[src/design/sfa_pkg.sv]
`timescale 1ns / 1ps
`default_nettype none

package sfa_pkg;

  // Ramp and feed limits.
  localparam int RAMP_LEN  = 22;
  localparam int MAX_LINES = 64;
  localparam int RAMP_W    = (RAMP_LEN > 1) ? $clog2(RAMP_LEN) : 1;
  localparam int LINE_W    = 7;
  localparam int IDLE_W    = 16;
  localparam int WAIT_W    = 16;
  localparam int COIL_W    = 4;

  localparam logic [RAMP_W-1:0] RAMP_LAST        = RAMP_W'(RAMP_LEN - 1);
  localparam logic [LINE_W-1:0] LINES_MAX        = LINE_W'(MAX_LINES);
  localparam logic [IDLE_W-1:0] IDLE_LIMIT_RESET = IDLE_W'(100);
  localparam logic [IDLE_W-1:0] IDLE_SAT         = {IDLE_W{1'b1}};
  localparam logic [WAIT_W-1:0] WAIT_CRUISE      = WAIT_W'(880);

  // Result status codes.
  localparam logic STATUS_STEP   = 1'b0;
  localparam logic STATUS_REJECT = 1'b1;

  typedef enum logic {
    OP_TICK = 1'b0,
    OP_FEED = 1'b1
  } opcode_t;

  typedef struct packed {
    opcode_t           opcode;
    logic [LINE_W-1:0] line_count;
    logic              direction;
    logic              head_power_on;
  } in_item_t;

  typedef struct packed {
    logic [COIL_W-1:0] coil_pattern;
    logic [WAIT_W-1:0] wait_us;
    logic              status;
    logic              last;
  } out_item_t;

  // Classified command passed from the front to the back.
  typedef enum logic [1:0] {
    CMD_TICK,
    CMD_FEED,
    CMD_REJECT
  } cmd_kind_t;

  typedef struct packed {
    cmd_kind_t         kind;
    logic [LINE_W-1:0] lines;
    logic              backward;
    logic              power_on;
  } cmd_t;

  typedef enum logic {
    BK_IDLE,
    BK_FEED
  } back_state_t;

  // Control decoded from the back state machine.
  typedef struct packed {
    logic cmd_pop;
    logic res_push;
    logic step;
  } back_ctrl_t;

  // Acceleration table: wait before each step of the ramp.
  function automatic logic [WAIT_W-1:0] accel_wait(input logic [RAMP_W-1:0] idx);
    logic [WAIT_W-1:0] w;
    case (idx)
      RAMP_W'(0):  w = WAIT_W'(5459);
      RAMP_W'(1):  w = WAIT_W'(3459);
      RAMP_W'(2):  w = WAIT_W'(2762);
      RAMP_W'(3):  w = WAIT_W'(2314);
      RAMP_W'(4):  w = WAIT_W'(2028);
      RAMP_W'(5):  w = WAIT_W'(1828);
      RAMP_W'(6):  w = WAIT_W'(1675);
      RAMP_W'(7):  w = WAIT_W'(1553);
      RAMP_W'(8):  w = WAIT_W'(1456);
      RAMP_W'(9):  w = WAIT_W'(1374);
      RAMP_W'(10): w = WAIT_W'(1302);
      RAMP_W'(11): w = WAIT_W'(1242);
      RAMP_W'(12): w = WAIT_W'(1191);
      RAMP_W'(13): w = WAIT_W'(1144);
      RAMP_W'(14): w = WAIT_W'(1103);
      RAMP_W'(15): w = WAIT_W'(1065);
      RAMP_W'(16): w = WAIT_W'(1031);
      RAMP_W'(17): w = WAIT_W'(1000);
      RAMP_W'(18): w = WAIT_W'(970);
      RAMP_W'(19): w = WAIT_W'(940);
      RAMP_W'(20): w = WAIT_W'(910);
      default:     w = WAIT_CRUISE;
    endcase
    return w;
  endfunction

  // Full-step coil drive for positions one through four (encoded 0..3).
  function automatic logic [COIL_W-1:0] coil_of(input logic [1:0] pos);
    logic [COIL_W-1:0] c;
    unique case (pos)
      2'd0: c = 4'h9;
      2'd1: c = 4'hA;
      2'd2: c = 4'h6;
      2'd3: c = 4'h5;
    endcase
    return c;
  endfunction

endpackage

`default_nettype wire

[src/design/sfa_front.sv]
`timescale 1ns / 1ps
`default_nettype none

module sfa_front (
  input  wire              clk,
  input  wire              rst,
  input  wire              push,
  output logic             full,
  input  sfa_pkg::in_item_t in_item,
  output logic             cmd_valid,
  input  wire              cmd_ready,
  output sfa_pkg::cmd_t    cmd
);

  sfa_pkg::cmd_t cmd_in;
  sfa_pkg::cmd_t slots [2];
  logic          wr_ptr;
  logic          rd_ptr;
  logic [1:0]    count;
  logic          push_ok;
  logic          pop_ok;

  // Classify the incoming transaction and clamp the line count.
  always_comb begin
    if (in_item.opcode == sfa_pkg::OP_TICK) begin
      cmd_in.kind = sfa_pkg::CMD_TICK;
    end else if (in_item.line_count == '0) begin
      cmd_in.kind = sfa_pkg::CMD_REJECT;
    end else begin
      cmd_in.kind = sfa_pkg::CMD_FEED;
    end
    cmd_in.lines    = (in_item.line_count > sfa_pkg::LINES_MAX) ? sfa_pkg::LINES_MAX
                                                                 : in_item.line_count;
    cmd_in.backward = in_item.direction;
    cmd_in.power_on = in_item.head_power_on;
  end

  // Two-entry command queue toward the back.
  assign full      = (count == 2'd2);
  assign cmd_valid = (count != 2'd0);
  assign push_ok   = push && !full;
  assign pop_ok    = cmd_valid && cmd_ready;
  assign cmd       = slots[rd_ptr];

  always_ff @(posedge clk) begin
    if (push_ok) begin
      slots[wr_ptr] <= cmd_in;
    end
  end

  always_ff @(posedge clk) begin
    if (rst) begin
      wr_ptr <= 1'b0;
      rd_ptr <= 1'b0;
      count  <= 2'd0;
    end else begin
      if (push_ok) begin
        wr_ptr <= ~wr_ptr;
      end
      if (pop_ok) begin
        rd_ptr <= ~rd_ptr;
      end
      count <= count + {1'b0, push_ok} - {1'b0, pop_ok};
    end
  end

endmodule

`default_nettype wire

[src/design/sfa_back.sv]
`timescale 1ns / 1ps
`default_nettype none

module sfa_back (
  input  wire                         clk,
  input  wire                         rst,
  input  wire                         cfg_wr_en,
  input  wire [sfa_pkg::IDLE_W-1:0]   cfg_wr_data,
  input  wire                         cmd_valid,
  output logic                        cmd_ready,
  input  sfa_pkg::cmd_t               cmd,
  output logic                        empty,
  input  wire                         pop,
  output sfa_pkg::out_item_t          out_item
);

  sfa_pkg::back_state_t        state;
  sfa_pkg::back_state_t        state_next;
  sfa_pkg::back_ctrl_t         ctrl;

  logic [sfa_pkg::IDLE_W-1:0]  idle_limit;
  logic [sfa_pkg::IDLE_W-1:0]  idle_ms;
  logic [sfa_pkg::RAMP_W-1:0]  ramp_index;
  logic [sfa_pkg::RAMP_W-1:0]  ramp_next;
  logic [1:0]                  position;
  logic                        has_stepped;
  logic [sfa_pkg::LINE_W-1:0]  remaining;
  logic                        backward;
  logic                        power_on;
  logic                        restart;
  logic                        last_step;

  sfa_pkg::out_item_t          res_in;
  sfa_pkg::out_item_t          res_slots [2];
  logic                        res_wr_ptr;
  logic                        res_rd_ptr;
  logic [1:0]                  res_count;
  logic                        res_full;
  logic                        res_pop;

  // Configuration register.
  always_ff @(posedge clk) begin
    if (rst) begin
      idle_limit <= sfa_pkg::IDLE_LIMIT_RESET;
    end else if (cfg_wr_en) begin
      idle_limit <= cfg_wr_data;
    end
  end

  // Ramp update for the step about to issue.
  assign restart   = !has_stepped || ((idle_ms > idle_limit) && !power_on);
  assign last_step = (remaining == sfa_pkg::LINE_W'(1));

  always_comb begin
    if (restart) begin
      ramp_next = '0;
    end else if (ramp_index >= sfa_pkg::RAMP_LAST) begin
      ramp_next = sfa_pkg::RAMP_LAST;
    end else begin
      ramp_next = ramp_index + sfa_pkg::RAMP_W'(1);
    end
  end

  // Next state.
  always_comb begin
    state_next = state;
    unique case (state)
      sfa_pkg::BK_IDLE: begin
        if (ctrl.cmd_pop && cmd.kind == sfa_pkg::CMD_FEED) begin
          state_next = sfa_pkg::BK_FEED;
        end
      end
      sfa_pkg::BK_FEED: begin
        if (ctrl.step && last_step) begin
          state_next = sfa_pkg::BK_IDLE;
        end
      end
    endcase
  end

  // State machine outputs.
  always_comb begin
    ctrl = '0;
    unique case (state)
      sfa_pkg::BK_IDLE: begin
        ctrl.cmd_pop  = cmd_valid && (cmd.kind == sfa_pkg::CMD_TICK || !res_full);
        ctrl.res_push = ctrl.cmd_pop && (cmd.kind == sfa_pkg::CMD_REJECT);
      end
      sfa_pkg::BK_FEED: begin
        ctrl.step     = !res_full;
        ctrl.res_push = !res_full;
      end
    endcase
  end

  assign cmd_ready = ctrl.cmd_pop;

  always_ff @(posedge clk) begin
    if (rst) begin
      state <= sfa_pkg::BK_IDLE;
    end else begin
      state <= state_next;
    end
  end

  // Motion state: idle counter, ramp position and coil phase.
  always_ff @(posedge clk) begin
    if (rst) begin
      idle_ms     <= '0;
      ramp_index  <= '0;
      position    <= 2'd0;
      has_stepped <= 1'b0;
      remaining   <= '0;
      backward    <= 1'b0;
      power_on    <= 1'b0;
    end else begin
      if (ctrl.cmd_pop && cmd.kind == sfa_pkg::CMD_TICK && idle_ms != sfa_pkg::IDLE_SAT) begin
        idle_ms <= idle_ms + sfa_pkg::IDLE_W'(1);
      end
      if (ctrl.cmd_pop && cmd.kind == sfa_pkg::CMD_FEED) begin
        remaining <= cmd.lines;
        backward  <= cmd.backward;
        power_on  <= cmd.power_on;
      end
      if (ctrl.step) begin
        idle_ms     <= '0;
        ramp_index  <= ramp_next;
        has_stepped <= 1'b1;
        remaining   <= remaining - sfa_pkg::LINE_W'(1);
        position    <= backward ? position - 2'd1 : position + 2'd1;
      end
    end
  end

  // Result built for this cycle: a step, or the rejection of an empty feed.
  always_comb begin
    if (state == sfa_pkg::BK_FEED) begin
      res_in.coil_pattern = sfa_pkg::coil_of(position);
      res_in.wait_us      = sfa_pkg::accel_wait(ramp_next);
      res_in.status       = sfa_pkg::STATUS_STEP;
      res_in.last         = last_step;
    end else begin
      res_in.coil_pattern = '0;
      res_in.wait_us      = '0;
      res_in.status       = sfa_pkg::STATUS_REJECT;
      res_in.last         = 1'b1;
    end
  end

  // Two-entry result queue facing the receiver.
  assign res_full = (res_count == 2'd2);
  assign empty    = (res_count == 2'd0);
  assign res_pop  = pop && !empty;
  assign out_item = res_slots[res_rd_ptr];

  always_ff @(posedge clk) begin
    if (ctrl.res_push) begin
      res_slots[res_wr_ptr] <= res_in;
    end
  end

  always_ff @(posedge clk) begin
    if (rst) begin
      res_wr_ptr <= 1'b0;
      res_rd_ptr <= 1'b0;
      res_count  <= 2'd0;
    end else begin
      if (ctrl.res_push) begin
        res_wr_ptr <= ~res_wr_ptr;
      end
      if (res_pop) begin
        res_rd_ptr <= ~res_rd_ptr;
      end
      res_count <= res_count + {1'b0, ctrl.res_push} - {1'b0, res_pop};
    end
  end

endmodule

`default_nettype wire

[src/design/stepper_feed_with_accel_ramp.sv]
// Paper-feed stepper sequencer with acceleration ramp.
//
// Input side is a queue: present an item on in_item and raise push; it is
// taken at a clock edge where full is low. A tick item counts one idle
// millisecond, a feed item asks for line_count steps (above 64 counts as 64).
// Output side is a queue: while empty is low, out_item holds the oldest
// result; raising pop takes it. Each step gives one result with the coil
// pattern and ramp wait; the final one of a feed has last set. A feed of zero
// lines gives a single result with status set.
// The idle limit register must be written through cfg_wr_en/cfg_wr_data only
// while idle; the block itself does not enforce this. A feed passes through
// the command queue and the back feed state before its first step result
// enters the result queue; a rejection enters it as the back pops the command.
// Throughput: one back sequencer step per cycle while the result queue has room.
// A two-entry command queue and a two-entry result queue decouple the sides.
// When pop stays low the result queue fills, the sequencer holds its step,
// and then the command queue fills and full rises.
// Reset (rst, synchronous) empties both queues, sets the position to the
// first phase, clears the ramp and idle count, and the limit back to 100.
`timescale 1ns / 1ps
`default_nettype none

module stepper_feed_with_accel_ramp (
  input  wire                        clk,
  input  wire                        rst,
  input  wire                        push,
  output logic                       full,
  input  sfa_pkg::in_item_t          in_item,
  output logic                       empty,
  input  wire                        pop,
  output sfa_pkg::out_item_t         out_item,
  input  wire                        cfg_wr_en,
  input  wire [sfa_pkg::IDLE_W-1:0]  cfg_wr_data
);

  logic          cmd_valid;
  logic          cmd_ready;
  sfa_pkg::cmd_t cmd;

  // Front: accepts and classifies transactions into the command queue.
  sfa_front u_front (
    .clk       (clk),
    .rst       (rst),
    .push      (push),
    .full      (full),
    .in_item   (in_item),
    .cmd_valid (cmd_valid),
    .cmd_ready (cmd_ready),
    .cmd       (cmd)
  );

  // Back: runs the step sequence and queues the results.
  sfa_back u_back (
    .clk         (clk),
    .rst         (rst),
    .cfg_wr_en   (cfg_wr_en),
    .cfg_wr_data (cfg_wr_data),
    .cmd_valid   (cmd_valid),
    .cmd_ready   (cmd_ready),
    .cmd         (cmd),
    .empty       (empty),
    .pop         (pop),
    .out_item    (out_item)
  );

endmodule

`default_nettype wire

[config.mk]
export PLATFORM = sky130hd
export DESIGN_NAME = stepper_feed_with_accel_ramp
export DESIGN_NICKNAME = d
export VERILOG_FILES = /design/src/design/sfa_pkg.sv /design/src/design/sfa_front.sv /design/src/design/sfa_back.sv /design/src/design/stepper_feed_with_accel_ramp.sv
export SDC_FILE = /design/constraint.sdc
export NUM_CORES = 1
export LEC_CHECK = 0
export ABC_AREA = 1
export BUFFER_PORTS_ARGS = -buffer_cell sky130_fd_sc_hd__buf_2
export CAP_MARGIN = 20
export CORE_MARGIN = 5
export CORE_UTILIZATION = 40
export DETAILED_ROUTE_END_ITERATION = 7
export PLACE_DENSITY_LB_ADDON = 0.2
export SETUP_SLACK_MARGIN = 0.1
export SYNTH_ARGS = -nofsm -noshare
export SYNTH_HDL_FRONTEND = slang
export SYNTH_SLANG_ARGS = --single-unit
[constraint.sdc]
create_clock -name clk -period 3.7 [get_ports clk]
set_input_delay 0.74 -clock clk [delete_from_list [all_inputs] [get_ports clk]]
set_output_delay 0.74 -clock clk [all_outputs]
set_load 0.01 [all_outputs]
==> impl_metrics.json <==
{
  "clock_path_buffers": 2,
  "finalInstanceArea_um2": 7052,
  "ys_warn_count": 0,
  "dieArea_um2": 17520,
  "vias_per_cell": 4.919,
  "slowest_delay_ns": 0.35,
  "start_util_pct": 41.05,
  "synth_async_sr_flop_share_pct": 0,
  "pwr-share-clk_pct": 35.7,
  "power_leakage_nw": 3.001,
  "path_buf_inv": 2,
  "die_h_um": 132.4,
  "ys_types": 44,
  "first_pass_iters": 5,
  "grt-ovfl-total": 0,
  "total_power_mw": 4.845,
  "drv_cap": 0,
  "antenna_cells": 0,
  "post-route-drc-count": 0,
  "crit_path_top_delay_cell": "dfxtp_1",
  "numCtsBuffers": 17,
  "cp.depth": 17,
  "grt_pass1_vias": 4463,
  "postCtsSetupRepairBufs": 0,
  "boundaryPins": 55,
  "slew_violations": 0,
  "reg2reg_depth": 17,
  "synthAdderAreaFrac_pct": 7.731,
  "power.switching_mw": 1.539,
  "netlist_instances": 674,
  "track_usage_pct": 15.10,
  "timing.critical_path.cells": "ha_1 -> nand2_1 -> nor2_1 -> nand4_1 -> nor2_1 -> nor2_1 -> nand2_1 -> nand2_1 -> nor2_2 -> inv_1 -> ha_1 -> nand2_1 -> nand3_1 -> nand2_1 -> nand2_1 -> nand2_1 -> inv_1",
  "cellPowerDensity_nw_per_um2": 687.0,
  "ys_seq_elements": 120,
  "synth_edf_count": 60,
  "htreeDepth": 4,
  "fin_crit_ns": 3.104,
  "worstSetupPathType": "flop to flop",
  "cp_top_family": "simple AND/OR/NAND/NOR gates",
  "worstPathRequired_ns": 3.87,
  "combPwrFrac_pct": 25.9,
  "clkSinkCount": 120,
  "regToRegEndpoint": "u_back.res_slots[0][4]$_DFFE_PP_",
  "grt_pass1_wl_um": 21510,
  "root_buffer": "clkbuf_16",
  "synthFlopType": "edfxtp_1",
  "path_max_fanout": 11,
  "insertion_delay_ns": 0.42,
  "postRouteAntennaNets": 0,
  "crit_top_cell": "nand2_1",
  "outcome": "completed",
  "dp_hpwl_um": 9078,
  "rsz0062_at_grt": "false",
  "critical_path.startpoint_type": "flop",
  "final_common_cell": "nand2_1",
  "synth_xor_area_share_pct": 1.609,
  "cts_tree": "built",
  "max_freq_ghz": 0.3222,
  "antenna_found_initial": 0,
  "syn-cell-area_um2": 5988,
  "postRouteWirelength_um": 12650,
  "drt_iter0_drc": 247,
  "synth_compound_area_share_pct": 11.07,
  "seqPwrFrac_pct": 38.4,
  "clk_pin_slew_ns": 0.05,
  "p_int_mw": 3.305,
  "cp.arrival_ns": 3.27,
  "synth_top_family_by_area": "simple AND/OR/NAND/NOR gates",
  "tightest_slew_ns": 0.9707,
  "worstSetupStartpoint": "u_back.idle_ms[7]$_SDFFE_PP0P_",
  "fin_crit_sh_pct": 83.88,
  "setup_violations": 0,
  "synth-simple-area-share_pct": 18.22,
  "fin_worst_skew_ns": 0.009351,
  "wl_per_cell_um": 13.63,
  "hold_buffers": 0,
  "switching_share_pct": 31.77,
  "dpl_cell_area_um2": 6424,
  "nNetsFinal": 799,
  "endpoint": "u_back.res_slots[0][4]$_DFFE_PP_",
  "layout-drive-gt1-share_pct": 16.67,
  "cts_resized": 0,
  "timing.rr.start": "u_back.idle_ms[7]$_SDFFE_PP0P_",
  "peakVddDrop_mv": 0.3259,
  "synth_area_per_cell_um2": 8.885,
  "final_cell_mix": "116 x nand2_1, 88 x inv_1, 65 x nor2_1",
  "synthMuxAreaShare_pct": 3.740,
  "final.setup.tns_ns": 0,
  "port_buffers": 51,
  "r2r_setup_slack_ns": 0.60,
  "die_width_um": 132.4,
  "num_vias": 4565,
  "finalHoldViolations": 0,
  "yosysSeqAreaShare_pct": 50.15,
  "worstHoldPathType": "flop to flop",
  "fp-row-count": 44,
  "syn_to_final_growth_pct": 17.76,
  "grt_start_max_net_pins": 26,
  "coreArea_um2": 14590,
  "hold_depth": 1,
  "end_kind": "flop",
  "maxSlewHeadroom_pct": 35.05,
  "gp_congestion": 0.8373
}
## routing by layer
layer / global-route usage [%] / share of wire (%) / vias to the layer above
met4: 5.769 / 1.8 / 0
li1: - / - / 2372
met2: 23.44 / 45 / 108
met3: 4.275 / 4.8 / 22
met5: 0 / 0 / -
met1: 20.02 / 48 / 2063
## worst register-to-register path, delay by kind of cell (launching register included)
kind / cells / cell delay [ns]
buf+inv: 2 / 0.22
fa+ha+maj: 2 / 0.64
flops: 1 / 0.35
simple gates: 13 / 1.64
## layout make-up
class / instances / area [µm²]
clock inverter: 14 / 196.4
timing repair buffer: 55 / 285.3
clock buffer: 18 / 429.2
inverter: 95 / 356.6
tap: 184 / 230.2
sequential: 120 / 3003
fill: 1390 / 7537
multi-input combinational: 442 / 2551
## worst min-delay path by stage
stage / slack, ns / to / start
2_1_floorplan: 0.43 / flop / u_back.res_rd_ptr$_SDFFE_PP0P_
3_3_place_gp: 0.44 / u_back.res_rd_ptr$_SDFFE_PP0P_ / u_back.res_rd_ptr$_SDFFE_PP0P_
3_5_place_dp: 0.45 / u_back.res_rd_ptr$_SDFFE_PP0P_ / u_back.res_rd_ptr$_SDFFE_PP0P_
4_1_cts: 0.46 / u_back.res_rd_ptr$_SDFFE_PP0P_ / u_back.res_rd_ptr$_SDFFE_PP0P_
5_1_grt: 0.47 / u_back.idle_limit[11]$_SDFFE_PP0P_ / u_back.idle_limit[11]$_SDFFE_PP0P_
6_report: 0.45 / u_front.rd_ptr$_SDFFE_PP0P_ / u_front.rd_ptr$_SDFFE_PP0P_
## cell usage after synthesis, drive strengths merged (2+ instances only)
cell type  count  share of area [%]
ha            37                7.7
o21ai         48                4.1
xnor2          4               0.58
edfxtp        60                 30
nor4           2               0.21
mux2          19                3.6
inv           93                5.8
a31oi          5               0.52
nor3          11                1.0
clkinv         2               0.13
buf            9               0.84
o211ai         4               0.50
nor2          70                4.8
nand2        118                7.6
nand3b         3               0.38
xor2           7                1.0
nand3         25                2.2
clkbuf        10               0.63
o22ai          4               0.42
a211oi         4               0.50
or2            7               0.73
o21bai         2               0.25
nand4         12                1.3
dfxtp         60                 20
a21oi         51                4.3
## sequential cells by signal, indices dropped and copies added, names as in the netlist, 5 cells and up, named ones only
register,cells
u_back.ramp_index,5
u_back.idle_ms,16
u_back.remaining,7
u_front.slots,22
u_back.res_slots,38
u_back.idle_limit,16
## stage by stage
stage,utilization (%),cells,setup WS [ns],hold slack (ns)
after global placement,44.03,896,0.6006,0.4361
after CTS,48.32,928,0.5008,0.4570
after detailed placement,44.03,896,0.5163,0.4471
final,48.34,928,0.5964,0.4534
after global routing,48.34,928,0.2167,0.4707
after floorplan,-,676,1.055,0.4255
## cells by family (layout without fill, tap and decap cells)
group,after synthesis,in the layout
buffers and inverters,114,182
AND/OR/NAND/NOR,249,249
multiplexers,20,20
AO/OA/AOI/OAI,122,122
XOR/XNOR,11,11
adder cells (fa/ha/maj),37,37
other,1,3
flip-flops,120,120
## power groups by stage
stage	sequential, mW	clock (mW)	combinational [mW]
6_report	1.86	1.73	1.26
5_1_grt	1.90	1.84	1.45
4_1_cts	1.86	1.77	1.27
3_5_place_dp	1.89	0	1.27
3_3_place_gp	1.88	0	1.25
2_1_floorplan	1.80	0	0.962
No activity file was read; power rests on OpenSTA's default activity.
